===== src/hw/rtl/rsenc_pkg.sv =====
// Shared types, constants and GF(2^8) helpers for the Reed-Solomon encoder.
`default_nettype none
package rsenc_pkg;

	// number of parity symbols per codeword
	localparam int NPAR = 12;

	localparam int SYM_W   = 8;
	localparam int DRAIN_W = (NPAR > 2) ? $clog2(NPAR) : 1;

	// field reduction constant for x^8+x^4+x^3+x^2+1
	localparam logic [SYM_W-1:0] GF_POLY = 8'h1d;

	// longest message that still fits a 255-symbol codeword
	localparam logic [SYM_W-1:0] MAX_MSG = SYM_W'(255 - NPAR);
	localparam logic [SYM_W-1:0] CNT_SAT = 8'hff;

	typedef logic [NPAR:0][SYM_W-1:0] gen_t;

	// one result item
	typedef struct packed {
		logic [SYM_W-1:0] symbol;
		logic             is_parity;
		logic             word_end;
		logic             overlong;
	} item_t;

	typedef enum logic {
		ST_MSG,
		ST_PARITY
	} state_t;

	// GF(2^8) multiply, shift-and-add over the 8 bits of b
	function automatic logic [SYM_W-1:0] gf_mul(input logic [SYM_W-1:0] a,
		input logic [SYM_W-1:0] b);
		logic [SYM_W-1:0] x;
		logic [SYM_W-1:0] p;
		logic             carry;
		x = '0;
		p = a;
		for (int i = 0; i < SYM_W; i++) begin
			if (b[i]) begin
				x = x ^ p;
			end
			carry = p[SYM_W-1];
			p = {p[SYM_W-2:0], 1'b0};
			if (carry) begin
				p = p ^ GF_POLY;
			end
		end
		return x;
	endfunction

	// generator g(x) = prod (x + alpha^i), i = 0..NPAR-1, alpha = 2
	function automatic gen_t build_gen();
		gen_t             g;
		logic [SYM_W-1:0] root;
		g    = '0;
		g[0] = 8'h01;
		root = 8'h01;
		for (int i = 0; i < NPAR; i++) begin
			for (int j = NPAR; j >= 1; j--) begin
				if (j <= i + 1) begin
					g[j] = g[j-1] ^ gf_mul(g[j], root);
				end
			end
			g[0] = gf_mul(g[0], root);
			root = gf_mul(root, 8'h02);
		end
		return g;
	endfunction

	localparam gen_t GEN_COEF = build_gen();

endpackage
`default_nettype wire


===== src/hw/rtl/rsenc_cell.sv =====
// One LFSR stage of the encoder: holds one remainder symbol.
`default_nettype none
module rsenc_cell (
	input  wire logic                        clk,
	input  wire logic                        arst_n,
	input  wire logic                        en,      // shift this cycle
	input  wire logic                        mul_en,  // add feedback term (message item)
	input  wire logic [rsenc_pkg::SYM_W-1:0] fb,
	input  wire logic [rsenc_pkg::SYM_W-1:0] coef,
	input  wire logic [rsenc_pkg::SYM_W-1:0] prev,    // lower-degree neighbor
	output logic      [rsenc_pkg::SYM_W-1:0] q
);

	logic [rsenc_pkg::SYM_W-1:0] term;
	logic [rsenc_pkg::SYM_W-1:0] par_q;

	// feedback product; zero while parity drains out
	assign term = mul_en ? rsenc_pkg::gf_mul(fb, coef) : '0;

	always_ff @(posedge clk or negedge arst_n) begin
		if (!arst_n) begin
			par_q <= '0;
		end else if (en) begin
			par_q <= prev ^ term;
		end
	end

	assign q = par_q;

endmodule
`default_nettype wire


===== src/hw/rtl/rsenc_out_buf.sv =====
// Two-entry output buffer: output register plus skid entry.
`default_nettype none
module rsenc_out_buf (
	input  wire logic             clk,
	input  wire logic             arst_n,
	input  wire logic             push,
	input  wire rsenc_pkg::item_t push_item,
	output logic                  full,
	output logic                  out_valid,
	input  wire logic             out_ready,
	output rsenc_pkg::item_t      out_item
);

	logic [1:0]       cnt_q;
	logic             pop;
	rsenc_pkg::item_t e0_q;
	rsenc_pkg::item_t e1_q;

	assign pop       = out_valid && out_ready;
	assign out_valid = (cnt_q != 2'd0);
	assign full      = (cnt_q == 2'd2);
	assign out_item  = e0_q;

	// fill level
	always_ff @(posedge clk or negedge arst_n) begin
		if (!arst_n) begin
			cnt_q <= 2'd0;
		end else begin
			cnt_q <= cnt_q + {1'b0, push} - {1'b0, pop};
		end
	end

	// payload entries
	always_ff @(posedge clk) begin
		case (cnt_q)
			2'd0: begin
				if (push) begin
					e0_q <= push_item;
				end
			end
			2'd1: begin
				if (push && pop) begin
					e0_q <= push_item;
				end else if (push) begin
					e1_q <= push_item;
				end
			end
			2'd2: begin
				if (pop) begin
					e0_q <= e1_q;
				end
			end
			default: begin
			end
		endcase
	end

endmodule
`default_nettype wire


===== src/hw/rtl/rs_gf256_systematic_encoder_core.sv =====
// Top level of the systematic Reed-Solomon GF(2^8) encoder.
//
// Message symbols enter on the slave stream highest degree first, s_tlast on
// the final one. Each symbol is passed through at once and clocked into a row
// of NPAR LFSR cells, one item per cycle while the output buffer is not full.
// After the last symbol the same cell row shifts its remainder out as NPAR
// parity items, highest degree first, with m_tlast on the final one; the shift
// leaves the cells cleared for the next word. While parity drains s_tready is
// low. A two-entry output buffer decouples s_tready from m_tready. m_tuser[1]
// (overlong) is set from the symbol that pushes a message past 255-NPAR
// symbols through the end of that codeword.
`default_nettype none
module rs_gf256_systematic_encoder_core (
	input  wire logic       clk,
	input  wire logic       arst_n,
	input  wire logic       s_tvalid,
	output logic            s_tready,
	input  wire logic [7:0] s_tdata,   // [7:0] msg_symbol
	input  wire logic       s_tlast,   // msg_last
	output logic            m_tvalid,
	input  wire logic       m_tready,
	output logic      [7:0] m_tdata,   // [7:0] out_symbol
	output logic      [1:0] m_tuser,   // [0] is_parity, [1] overlong
	output logic            m_tlast    // word_end
);

	localparam int NPAR  = rsenc_pkg::NPAR;
	localparam int SYM_W = rsenc_pkg::SYM_W;

	rsenc_pkg::state_t state_q, state_d;

	logic [SYM_W-1:0]              cnt_q;
	logic                          err_q;
	logic [rsenc_pkg::DRAIN_W-1:0] drain_cnt_q;

	logic                          buf_full;
	logic                          acc;
	logic                          drain_step;
	logic                          drain_done;
	logic                          push;
	logic [SYM_W-1:0]              fb;
	logic [SYM_W-1:0]              cnt_inc;
	logic                          err_n;
	logic [NPAR-1:0][SYM_W-1:0]    par;
	rsenc_pkg::item_t              push_item;
	rsenc_pkg::item_t              out_item;

	// handshake and drain control
	always_comb begin
		s_tready   = 1'b0;
		drain_step = 1'b0;
		unique case (state_q)
			rsenc_pkg::ST_MSG:    s_tready   = !buf_full;
			rsenc_pkg::ST_PARITY: drain_step = !buf_full;
			default: begin
			end
		endcase
	end

	assign acc        = s_tvalid && s_tready;
	assign drain_done = drain_step && (drain_cnt_q == '0);
	assign push       = acc || drain_step;

	// next state
	always_comb begin
		state_d = state_q;
		unique case (state_q)
			rsenc_pkg::ST_MSG:    if (acc && s_tlast) state_d = rsenc_pkg::ST_PARITY;
			rsenc_pkg::ST_PARITY: if (drain_done) state_d = rsenc_pkg::ST_MSG;
			default:              state_d = rsenc_pkg::ST_MSG;
		endcase
	end

	// length tracking, saturating count
	assign cnt_inc = (cnt_q == rsenc_pkg::CNT_SAT) ? cnt_q : cnt_q + 1'b1;
	assign err_n   = err_q || (cnt_inc > rsenc_pkg::MAX_MSG);

	always_ff @(posedge clk or negedge arst_n) begin
		if (!arst_n) begin
			state_q     <= rsenc_pkg::ST_MSG;
			cnt_q       <= '0;
			err_q       <= 1'b0;
			drain_cnt_q <= '0;
		end else begin
			state_q <= state_d;
			if (acc) begin
				err_q <= err_n;
				if (s_tlast) begin
					cnt_q       <= '0;
					drain_cnt_q <= rsenc_pkg::DRAIN_W'(NPAR - 1);
				end else begin
					cnt_q <= cnt_inc;
				end
			end else if (drain_step) begin
				if (drain_done) begin
					err_q <= 1'b0;
				end else begin
					drain_cnt_q <= drain_cnt_q - 1'b1;
				end
			end
		end
	end

	// LFSR cell row; while draining it acts as a plain shift register
	assign fb = s_tdata ^ par[NPAR-1];

	for (genvar j = 0; j < NPAR; j++) begin : g_cell
		logic [SYM_W-1:0] prev;
		if (j == 0) begin : g_first
			assign prev = '0;
		end else begin : g_rest
			assign prev = par[j-1];
		end
		rsenc_cell u_cell (
			.clk    (clk),
			.arst_n (arst_n),
			.en     (push),
			.mul_en (acc),
			.fb     (fb),
			.coef   (rsenc_pkg::GEN_COEF[j]),
			.prev   (prev),
			.q      (par[j])
		);
	end

	// result item for this cycle
	always_comb begin
		if (drain_step) begin
			push_item.symbol    = par[NPAR-1];
			push_item.is_parity = 1'b1;
			push_item.word_end  = (drain_cnt_q == '0);
			push_item.overlong  = err_q;
		end else begin
			push_item.symbol    = s_tdata;
			push_item.is_parity = 1'b0;
			push_item.word_end  = 1'b0;
			push_item.overlong  = err_n;
		end
	end

	rsenc_out_buf u_out_buf (
		.clk       (clk),
		.arst_n    (arst_n),
		.push      (push),
		.push_item (push_item),
		.full      (buf_full),
		.out_valid (m_tvalid),
		.out_ready (m_tready),
		.out_item  (out_item)
	);

	assign m_tdata = out_item.symbol;
	assign m_tuser = {out_item.overlong, out_item.is_parity};
	assign m_tlast = out_item.word_end;

`ifndef SYNTHESIS
	// the final parity shift leaves the cell row cleared
	a_clear_after_word: assert property (@(posedge clk) disable iff (!arst_n)
		drain_done |=> (par == '0))
		else $error("LFSR not cleared after parity drain");

	// the symbol count restarts before parity goes out
	a_cnt_zero_in_parity: assert property (@(posedge clk) disable iff (!arst_n)
		(state_q == rsenc_pkg::ST_PARITY) |-> (cnt_q == '0))
		else $error("symbol count not cleared during parity drain");

	// only a parity item can end a codeword
	a_end_is_parity: assert property (@(posedge clk) disable iff (!arst_n)
		(m_tvalid && m_tlast) |-> m_tuser[0])
		else $error("word end on a non-parity item");
`endif

endmodule
`default_nettype wire


===== config.mk =====
export PLATFORM = sky130hd
export DESIGN_NAME = rs_gf256_systematic_encoder_core
export DESIGN_NICKNAME = d
export VERILOG_FILES = /design/src/hw/rtl/rsenc_pkg.sv /design/src/hw/rtl/rsenc_cell.sv /design/src/hw/rtl/rsenc_out_buf.sv /design/src/hw/rtl/rs_gf256_systematic_encoder_core.sv
export SDC_FILE = /design/constraint.sdc
export NUM_CORES = 1
export LEC_CHECK = 0
export ABC_AREA = 1
export BUFFER_PORTS_ARGS = -buffer_cell sky130_fd_sc_hd__buf_2
export CELL_PAD_IN_SITES_DETAIL_PLACEMENT = 1
export CELL_PAD_IN_SITES_GLOBAL_PLACEMENT = 2
export CORE_ASPECT_RATIO = 1.1
export CORE_MARGIN = 5
export CORE_UTILIZATION = 37
export CTS_CLUSTER_DIAMETER = 40
export DETAILED_ROUTE_END_ITERATION = 8
export GPL_TIMING_DRIVEN = 0
export PLACE_DENSITY_LB_ADDON = 0.12
export SLEW_MARGIN = 20
export SYNTH_ARGS = -nofsm -noshare
export SYNTH_HDL_FRONTEND = slang
export SYNTH_SLANG_ARGS = --single-unit

===== constraint.sdc =====
create_clock -name clk -period 3.8 [get_ports clk]
set_input_delay 0.19 -clock clk [delete_from_list [all_inputs] [get_ports clk]]
set_output_delay 0.19 -clock clk [all_outputs]
set_load 0.01 [all_outputs]

==> results of run 1 <==
[power by group through the flow]
| stage | logic (mW) | clock network, mW | registers, mW |
|---|---|---|---|
| floorplan | 4.07 | 0 | 2.50 |
| global placement | 6.12 | 0 | 2.58 |
| detailed placement | 6.24 | 0 | 2.60 |
| CTS | 6.30 | 1.78 | 2.58 |
| global route | 6.93 | 1.84 | 2.66 |
| finish | 6.34 | 1.76 | 2.59 |
[tightest hold or removal path, cell delays in order]
cell	delay, ps
buf_2	90
nand2_1	110
o21ai_0	100
[layout make-up]
type	instances	area, um^2	share of cell area
buffer	41	181	0.0191
tap	295	369	0.0389
multi-input combinational	860	4320	0.455
clock buffer	20	468	0.0493
clock inverter	12	139	0.0146
timing repair buffer	28	174	0.0183
sequential	134	3460	0.365
antenna	1	2.50	0.000264
inverter	100	375	0.0395
[through the flow]
stage	setup TNS (ps)	total power [mW]	std cells	area [um^2]
floorplan	0	6.57	1135	8340
global placement	-22.8	8.70	1455	8830
detailed placement	0	8.84	1457	8880
CTS	0	10.7	1490	9490
global route	0	11.4	1490	9490
finish	0	10.7	1491	9500
[worst paths after layout]
path | cells past startpoint | slack, ps | startpoint | endpoint
setup reg to reg | 10 | 490 | u_out_buf.cnt_q[1]$_DFF_PN0_ | u_out_buf.out_item[7]$_DFFE_PP_
max in group asynchronous | 3 | 2790 | arst_n | g_cell[4].u_cell.q[0]$_DFFE_PN0N_
setup / recovery | 10 | 490 | u_out_buf.cnt_q[1]$_DFF_PN0_ | u_out_buf.out_item[7]$_DFFE_PP_
hold reg to reg | 1 | 510 | g_cell[2].u_cell.q[0]$_DFFE_PN0N_ | g_cell[3].u_cell.q[0]$_DFFE_PN0N_
hold / removal | 3 | 100 | s_tlast | state_q$_DFF_PN0_
min in group asynchronous | 2 | 270 | arst_n | u_out_buf.cnt_q[1]$_DFF_PN0_
[routing by layer]
layer  track usage  routed length, um  vias up
li1              -                  -     3805
met1         0.337              14400     4014
met2         0.429              15500      242
met3        0.0534               1920       50
met4        0.0856                989        0
met5             0                  0        -
[repair_timing]
| action | 4_1_cts | 5_1_grt |
|---|---|---|
| endpoints found under the hold margin | 51 | 0 |
| hold buffers | 1 | 0 |
| buffers inserted | 0 | 0 |
[Yosys cell counts, types with 2 or more instances]
library cell    n  area [um^2]
a21oi_1         9         45.0
a31oi_1         2         12.5
buf_1           2         7.51
buf_2          16         80.1
buf_4           2         15.0
clkbuf_1       21         78.8
dfrtp_1       112         2800
edfxtp_1       22          661
ha_1            4         50.1
inv_1          96          360
inv_2           4         15.0
nand2_1       433         1630
nand2_2        19          119
nand2_4         2         22.5
nand3_1       139          696
nand3b_1        2         15.0
nand4_1        16          100
nor2_1         34          128
nor3_1          3         15.0
nor4_1          2         12.5
o211ai_1       34          255
o21ai_0        61          305
o21ai_1         7         35.0
o221ai_1        3         26.3
o22ai_1         3         18.8
o311ai_0        5         43.8
xnor2_1        15          131
xor2_1         41          359
xor2_2          6         97.6
[registers in the layout, summed over array words and instances, names as in the netlist]
name / count
cnt_q: 8
drain_cnt_q: 4
err_q: 1
g_cell.u_cell.q: 96
state_q: 1
u_out_buf.cnt_q: 2
u_out_buf.e1_q: 11
u_out_buf.out_item: 11
[cell families after synthesis]
family,synth area share
fa+ha+maj,0.00600
flops,0.415
xor+xnor,0.0785
simple gates,0.335
buf+inv,0.0668
compound gates,0.0985
==> metrics, run 1 <==
status complete, no violations; Final Worst Setup Slack 489 ps; HPWL Detailed between 20000 and 25000 um; DR pass1 iterations 5; #FFs+latches synth 134; syn_area_per_cell about 7.3 um^2; post-route ant nets 0; Switch Pwr 5.75 mW; Max Root-Sink Buffers 2; Ys Warns 0; worst setup path class reg -> reg; Die ar. 25600 um^2; Final Hold Fails 0; Worst-path clk slew roughly 60 ps; Max-cap violations 0; Net Sw Frac 0.538; Nets 1199; Site Rows between 50 and 60; RSZ-0062 raised after global routing false; Final Max Slew Viols 0; Filler cells 2800; Avg WL per Cell 22.0 um; final setup vio count 0; height of the die 167 um; post-CTS sizing 0; Clock Latency Late Sink 430 ps; largest net degree at the start of global routing 62; post-route minimum period 3310 ps; Seq/Total Area, Yosys 0.415; Cells after Synth around 1100; Fmax 0.302 GHz; Buf/Inv on CP 4; worst-path fanout max 11; drt via density 5.44; CTS root buffer clkbuf_16; library cells used by synthesis 49; core area 22200 um^2; Chip Width between 150 and 200 um; DRC 0; share of flip-flops with an asynchronous set or reset 0.836; Hold/Removal Path Class in -> reg; Crit-path slowest cell a21oi_1; Core Util, Final 0.428; global-route wire length before repair 50100 um; share of post-route cells with drive strength above 1 0.0971; input/output buffers 25; Max stage delay on crit path 810 ps; Max-slew headroom 0.297; Worst EP arrival 3360 ps; via count 8111; Layout area overhead 13.9%; Clock Skew roughly 10 ps; leading cell type in the layout, fill and taps excluded nand2_1; IO Pins 26; Sink Count 134; Mapped Nets roughly 1200; Crit path required time around 3900 ps; mapped cell area 8340 um^2; DR iter-0 viols 433; H-tree depth 4; Worst Setup Start Kind flop; WHS around 100 ps; GP Congestion 0.912; critical path cell sequence inv_1, nor2_1, nor2_1, nand2_1, inv_2, nor2_2, inv_2, clkbuf_1, a21oi_1, a21oi_1; Main synth FF type dfrtp_1; endpoint type of the worst setup path flop; clock share of power 0.165; Peak VDD IR roughly 0.36 mV; sequential power share 0.242; final wirelength 32800 um; number of global-route vias before repair 8154; most frequent cells in the layout nand2_1 (433), nand3_1 (139), dfrtp_1 (112), inv_1 (96), o21ai_0 (61); Logic pwr share 0.593; Post-Place Setup Slack 490 ps; Pint 4.93 mW; Starting Density 0.376; PwrDens between 1000 and 1500 nW/um^2; final critical-path share of the clock period 0.871; worst slew pin tran 1050 ps; clock buffer count from CTS 17; initial antenna violation count 0; CTS tree built; Crit path max-delay family buffers and inverters; gr ovfl total 0; Total Routing Usage GR 0.258; number of synthesized flops with an enable pin 22; Leakage Power 4.53 nW
Note: power is estimated with default switching activity, not from simulation.
==> run 2, diff against run 1 <==
--- a/config.mk
+++ b/config.mk
@@ -15,7 +15,7 @@
 export CTS_CLUSTER_DIAMETER = 40
 export DETAILED_ROUTE_END_ITERATION = 8
 export GPL_TIMING_DRIVEN = 0
-export PLACE_DENSITY_LB_ADDON = 0.12
+export PLACE_DENSITY = 0.89
 export SLEW_MARGIN = 20
 export SYNTH_ARGS = -nofsm -noshare
 export SYNTH_HDL_FRONTEND = slang
==> constraint.sdc (replaced) <==
create_clock -name clk -period 3.8 [get_ports clk]
set_input_delay 0.95 -clock clk [delete_from_list [all_inputs] [get_ports clk]]
set_output_delay 0.95 -clock clk [all_outputs]
set_load 0.01 [all_outputs]
==> metrics, run 2 (synthesized netlist as in run 1, its figures left out) <==
Final Instance Count excl. Fillers 1489 (was 1491); post-CTS sizing 0 (unchanged); CTS tree built (unchanged); Clock Skew 11.8 ps (was 9.96 ps); Avg WL per Cell 21.8 um (was 22.0 um); Post-Place Setup Slack 200 ps (was 490 ps); Max-slew headroom 0.299 (was 0.297); Core Util, Final 0.428 (about the same); post-route minimum period 3240 ps (was 3310 ps); final wirelength 32400 um (was 32800 um); Final Max Slew Viols 0 (unchanged); most frequent cells in the layout nand2_1 (433), nand3_1 (139), dfrtp_1 (112), inv_1 (96), o21ai_0 (61) (unchanged); Leakage Power 4.54 nW (was 4.53 nW); crit path from s_tdata[2] (was u_out_buf.cnt_q[1]$_DFF_PN0_); DRC 0 (unchanged); worst reg2reg path endpoint u_out_buf.out_item[9]$_DFFE_PP_ (was u_out_buf.out_item[7]$_DFFE_PP_); Total Routing Usage GR 0.254 (was 0.258); PwrDens 1130 nW/um^2 (was 1120 nW/um^2); Fmax 0.309 GHz (was 0.302 GHz); worst r2r src u_out_buf.cnt_q[1]$_DFF_PN0_ (unchanged); Worst EP arrival 3570 ps (was 3360 ps); Die ar. 25600 um^2 (unchanged); largest net degree at the start of global routing 61 (was 62); leading cell type in the layout, fill and taps excluded nand2_1 (unchanged); status complete, no violations (unchanged); final critical-path share of the clock period 0.852 (was 0.871); H-tree depth 4 (unchanged); post-route ant nets 0 (unchanged); worst-path fanout max 10 (was 11); DR pass1 iterations 5 (unchanged); # hold bufs at CTS 0 (was 1); max FFs per register 96 (unchanged); DR iter-0 viols 587 (was 433); Critical Path Sink g_cell[10].u_cell.q[0]$_DFFE_PN0N_ (was u_out_buf.out_item[7]$_DFFE_PP_); height of the die 167 um (unchanged); R2R setup slack 590 ps (was 490 ps); RSZ-0062 raised after global routing false (unchanged); Layout area overhead 14.0% (was 13.9%); Final Hold Fails 0 (unchanged); Hold/Removal Path Class in -> async (was in -> reg); Clock Latency Late Sink 450 ps (was 430 ps); Final Worst Setup Slack 562 ps (was 489 ps); worst setup path class in -> reg (was reg -> reg); Max-cap violations 0 (unchanged); global-route wire length before repair 49500 um (was 50100 um); reg2reg path depth 10 (unchanged); core area 22200 um^2 (unchanged); gr ovfl total 0 (unchanged); # diodes 0 (was 1); Site Rows 57 (unchanged); Nets 1198 (was 1199); CTS root buffer clkbuf_16 (unchanged); input/output buffers 25 (unchanged); Sink Count 134 (unchanged); Starting Density 0.376 (unchanged); Crit path required time 4130 ps (was 3850 ps); post-CTS setup buffers 0 (unchanged); via count 8092 (was 8111); Peak VDD IR 0.368 mV (was 0.360 mV); Chip Width 153 um (unchanged); Max Root-Sink Buffers 2 (unchanged); HPWL Detailed 23000 um (was 23600 um); drt via density 5.43 (was 5.44); worst slew pin tran 1050 ps (about the same); endpoint type of the worst setup path flop (unchanged); clock buffer count from CTS 17 (unchanged); share of post-route cells with drive strength above 1 0.0963 (was 0.0971); final setup vio count 0 (unchanged); GP Congestion 0.967 (was 0.912); Worst Setup Start Kind input port (was flop); Post-Place Cells 1457 (unchanged); initial antenna violation count 0 (unchanged); Design Power 10.7 mW (about the same); number of global-route vias before repair 8236 (was 8154); Worst-path clk slew 60 ps (about the same); IO Pins 26 (unchanged)
==> run 2: cell types whose count changed in the layout (fill, tap and decap cells not counted) <==
cell / previous run / this run
bufinv_16: 2 / 3
diode_2: 1 / 0
clkinv_4: 2 / 1
inv_4: 1 / 0
clkbuf_1: 22 / 23
clkinv_2: 1 / 2
dlygate4sd3_1: 1 / 0
inv_6: 4 / 2
clkbuf_8: 1 / 2
==> run 2: layout make-up <==
class	instances	area [um^2]
fillers	2793	12700
multi-input cells	860	4320
flip-flops and latches	134	3460
clock buffers	22	485
inverters	100	375
well taps	295	369
plain buffers	41	181
repair buffers	27	164
clock inverters	10	141
==> run 2: how the worst min path moves through the flow <==
stage                     slack [ps]                                 to
after floorplan                  460         drain_cnt_q[0]$_DFFE_PN0P_
after global placement           480  g_cell[2].u_cell.q[1]$_DFFE_PN0N_
after detailed placement         490         drain_cnt_q[0]$_DFFE_PN0P_
after CTS                        510       u_out_buf.cnt_q[1]$_DFF_PN0_
after global routing             520  g_cell[7].u_cell.q[0]$_DFFE_PN0N_
final                            470       u_out_buf.cnt_q[1]$_DFF_PN0_
==> run 2: where the power goes <==
part	internal [mW]	switching, mW
logic	1.74	4.57
clock network	1.11	0.705
registers	2.15	0.439
==> run 2: per-layer routing <==
metal	track usage	routed length (um)	vias up
met5	0	0	-
met4	0.110	1230	0
met3	0.0423	1760	73
met2	0.422	15400	235
met1	0.326	14100	3985
li1	-	-	3799
==> run 2: worst max-delay path, stage by stage <==
cell,delay (ps)
buf_2,110
inv_1,80
nand2_1,60
nand2_1,430
nand2_1,170
nand2_2,260
nand2_1,80
nand2_1,350
nand2_1,110
nand3_1,210
inv_1,90
o21ai_1,410
nand2_1,100
nand3_1,100
nand2_1,50
==> run 2: metrics by stage <==
stage,setup TNS (ps),hold slack [ps],cell area [um^2]
after global placement,-1490,483,8830
after floorplan,0,459,8340
after global routing,0,524,9500
final,0,475,9500
after CTS,0,508,9500
after detailed placement,0,492,8880
==> run 3, diff against run 2 <==
--- a/config.mk
+++ b/config.mk
@@ -9,7 +9,7 @@
 export BUFFER_PORTS_ARGS = -buffer_cell sky130_fd_sc_hd__buf_2
 export CELL_PAD_IN_SITES_DETAIL_PLACEMENT = 1
 export CELL_PAD_IN_SITES_GLOBAL_PLACEMENT = 2
-export CORE_ASPECT_RATIO = 1.1
+export CORE_ASPECT_RATIO = 0.9
 export CORE_MARGIN = 5
 export CORE_UTILIZATION = 37
 export CTS_CLUSTER_DIAMETER = 40
==> constraint.sdc (replaced) <==
create_clock -name clk -period 3.8 [get_ports clk]
set_input_delay 0.38 -clock clk [delete_from_list [all_inputs] [get_ports clk]]
set_output_delay 0.38 -clock clk [all_outputs]
set_load 0.01 [all_outputs]
==> metrics, run 3 (synthesized netlist as in run 1, its figures left out) <==
status complete, no violations (unchanged); WHS 288 ps (was 475 ps); PwrDens 1120 nW/um^2 (was 1130 nW/um^2); final wirelength 32600 um (was 32400 um); final critical-path share of the clock period 0.849 (was 0.852); HPWL Detailed 23600 um (was 23000 um); critical path cell sequence inv_1, nor2_1, nor2_1, nand2_1, inv_2, nor2_2, inv_2, clkbuf_1, clkbuf_1, ha_1, xnor2_1, xor2_1 (was buf_2, inv_1, nand2_1, nand2_1, nand2_1, nand2_2, nand2_1, nand2_1, nand2_1, nand3_1, inv_1, o21ai_1, nand2_1, nand3_1, nand2_1); Clock Skew 10.3 ps (was 11.8 ps); DR pass1 iterations 5 (unchanged); IO Pins 26 (unchanged); CTS tree built (unchanged); core area 22300 um^2 (was 22200 um^2); Crit path required time 4160 ps (was 4130 ps); endpoint type of the worst setup path flop (unchanged); Clock Latency Late Sink 440 ps (was 450 ps); input/output buffers 25 (unchanged); Fmax 0.310 GHz (was 0.309 GHz); post-CTS setup buffers 0 (unchanged); Avg WL per Cell 21.8 um (about the same); Worst EP arrival 3590 ps (was 3570 ps); Final Instance Count excl. Fillers 1492 (was 1489); Worst-path clk slew 70 ps (was 60 ps); worst setup path class reg -> reg (was in -> reg); Worst Setup Start Kind flop (was input port); Die ar. 25600 um^2 (about the same); Post-Place Cells 1459 (was 1457); Hold/Removal Path Class in -> reg (was in -> async); worst slew pin tran 974 ps (was 1050 ps); max FFs per register 96 (unchanged); largest net degree at the start of global routing 59 (was 61); Max Root-Sink Buffers 2 (unchanged); leading cell type in the layout, fill and taps excluded nand2_1 (unchanged); H-tree depth 4 (unchanged); Sink Count 134 (unchanged); Layout area overhead 13.6% (was 14.0%); Crit-path slowest cell nor2_1 (was nand2_1); Peak VDD IR 0.352 mV (was 0.368 mV); post-route ant nets 0 (unchanged); clock buffer count from CTS 17 (unchanged); # hold bufs at CTS 1 (was 0); post-CTS sizing 0 (unchanged); via count 8131 (was 8092); Buf/Inv on CP 5 (was 3); gr ovfl total 0 (unchanged); most frequent cells in the layout nand2_1 (433), nand3_1 (139), dfrtp_1 (112), inv_1 (96), o21ai_0 (61) (unchanged); Max-cap violations 0 (unchanged); Starting Density 0.374 (was 0.376); global-route wire length before repair 50300 um (was 49500 um); Filler cells 2801 (was 2793); CTS root buffer clkbuf_16 (unchanged); share of post-route cells with drive strength above 1 0.0979 (was 0.0963); final setup vio count 0 (unchanged); Chip Width 168 um (was 153 um); number of global-route vias before repair 8410 (was 8236); post-route minimum period 3230 ps (was 3240 ps); # diodes 0 (unchanged); initial antenna violation count 0 (unchanged); worst-path fanout max 10 (unchanged); Crit path max-delay family simple AND/OR/NAND/NOR gates (unchanged); DRC 0 (unchanged); Final Hold Fails 0 (unchanged); GP Congestion 0.942 (was 0.967); Leakage Power 4.52 nW (was 4.54 nW); final setup TNS 0 ps (unchanged); drt via density 5.45 (was 5.43); RSZ-0062 raised after global routing false (unchanged); Max-slew headroom 0.351 (was 0.299); Max stage delay on crit path 460 ps (was 430 ps); Final Max Slew Viols 0 (unchanged); height of the die 152 um (was 167 um); Site Rows 52 (was 57); Nets 1199 (was 1198); Total Routing Usage GR 0.258 (was 0.254); Design Power 10.6 mW (was 10.7 mW); DR iter-0 viols 665 (was 587)
==> run 3: changes by cell type in the layout (fill, tap and decap cells not counted), sizes merged <==
cell / previous run / this run
inv: 102 / 105
dlygate4sd3: 0 / 1
clkbuf: 43 / 39
clkinv: 3 / 5
bufinv: 3 / 2
==> run 3: path summary, 6_finish.rpt <==
| kind | start | to | slack, ps | cells past startpoint |
|---|---|---|---|---|
| max in group asynchronous | arst_n | g_cell[8].u_cell.q[1]$_DFFE_PN0N_ | 2570 | 3 |
| worst max register to register | u_out_buf.cnt_q[1]$_DFF_PN0_ | u_out_buf.cnt_q[1]$_DFF_PN0_ | 570 | 12 |
| worst max-delay path | u_out_buf.cnt_q[1]$_DFF_PN0_ | u_out_buf.cnt_q[1]$_DFF_PN0_ | 570 | 12 |
| min in group asynchronous | arst_n | cnt_q[5]$_DFFE_PN0N_ | 490 | 2 |
| worst min-delay path | m_tready | u_out_buf.e1_q[7]$_DFFE_PP_ | 290 | 2 |
| worst min register to register | g_cell[5].u_cell.q[5]$_DFFE_PN0N_ | g_cell[6].u_cell.q[5]$_DFFE_PN0N_ | 500 | 1 |
==> run 3: layout make-up <==
cell class	instances	area [um^2]	share of cell area
repair buffers	28	174	0.0184
inverters	100	375	0.0396
flip-flops and latches	134	3460	0.366
plain buffers	41	181	0.0192
clock buffers	18	429	0.0453
multi-input cells	860	4330	0.457
well taps	297	372	0.0392
clock inverters	14	150	0.0159
==> run 3: power by group <==
group	switching, mW	total, mW	internal (mW)
registers	0.457	2.61	2.15
logic	4.56	6.30	1.75
clock network	0.730	1.70	0.973
total	5.74	10.6	4.87
==> run 3: worst register-to-register path: stages (launching register included) <==
cell and delay [ps]:
dfrtp_1 390, inv_1 90, nor2_1 460, nor2_1 130, nand2_1 150, inv_2 110
nor2_2 310, inv_2 60, clkbuf_1 310, clkbuf_1 450, ha_1 350, xnor2_1 190
xor2_1 170
==> run 3: metal layers <==
metal  global-route usage  vias up  wire length (um)
li1                     -     3809                 -
met4               0.0680        0               643
met2                0.406      235             14800
met1                0.362     4043             15000
met3               0.0532       44              2110
met5                    0        -                 0
==> run 3: metrics by stage <==
step	worst slack, ps	instance area (um^2)	utilization
2_1_floorplan	897	8340	-
3_3_place_gp	-160	8830	0.396
3_5_place_dp	419	8880	0.398
4_1_cts	400	9470	0.424
5_1_grt	402	9470	0.424
6_report	573	9470	0.424
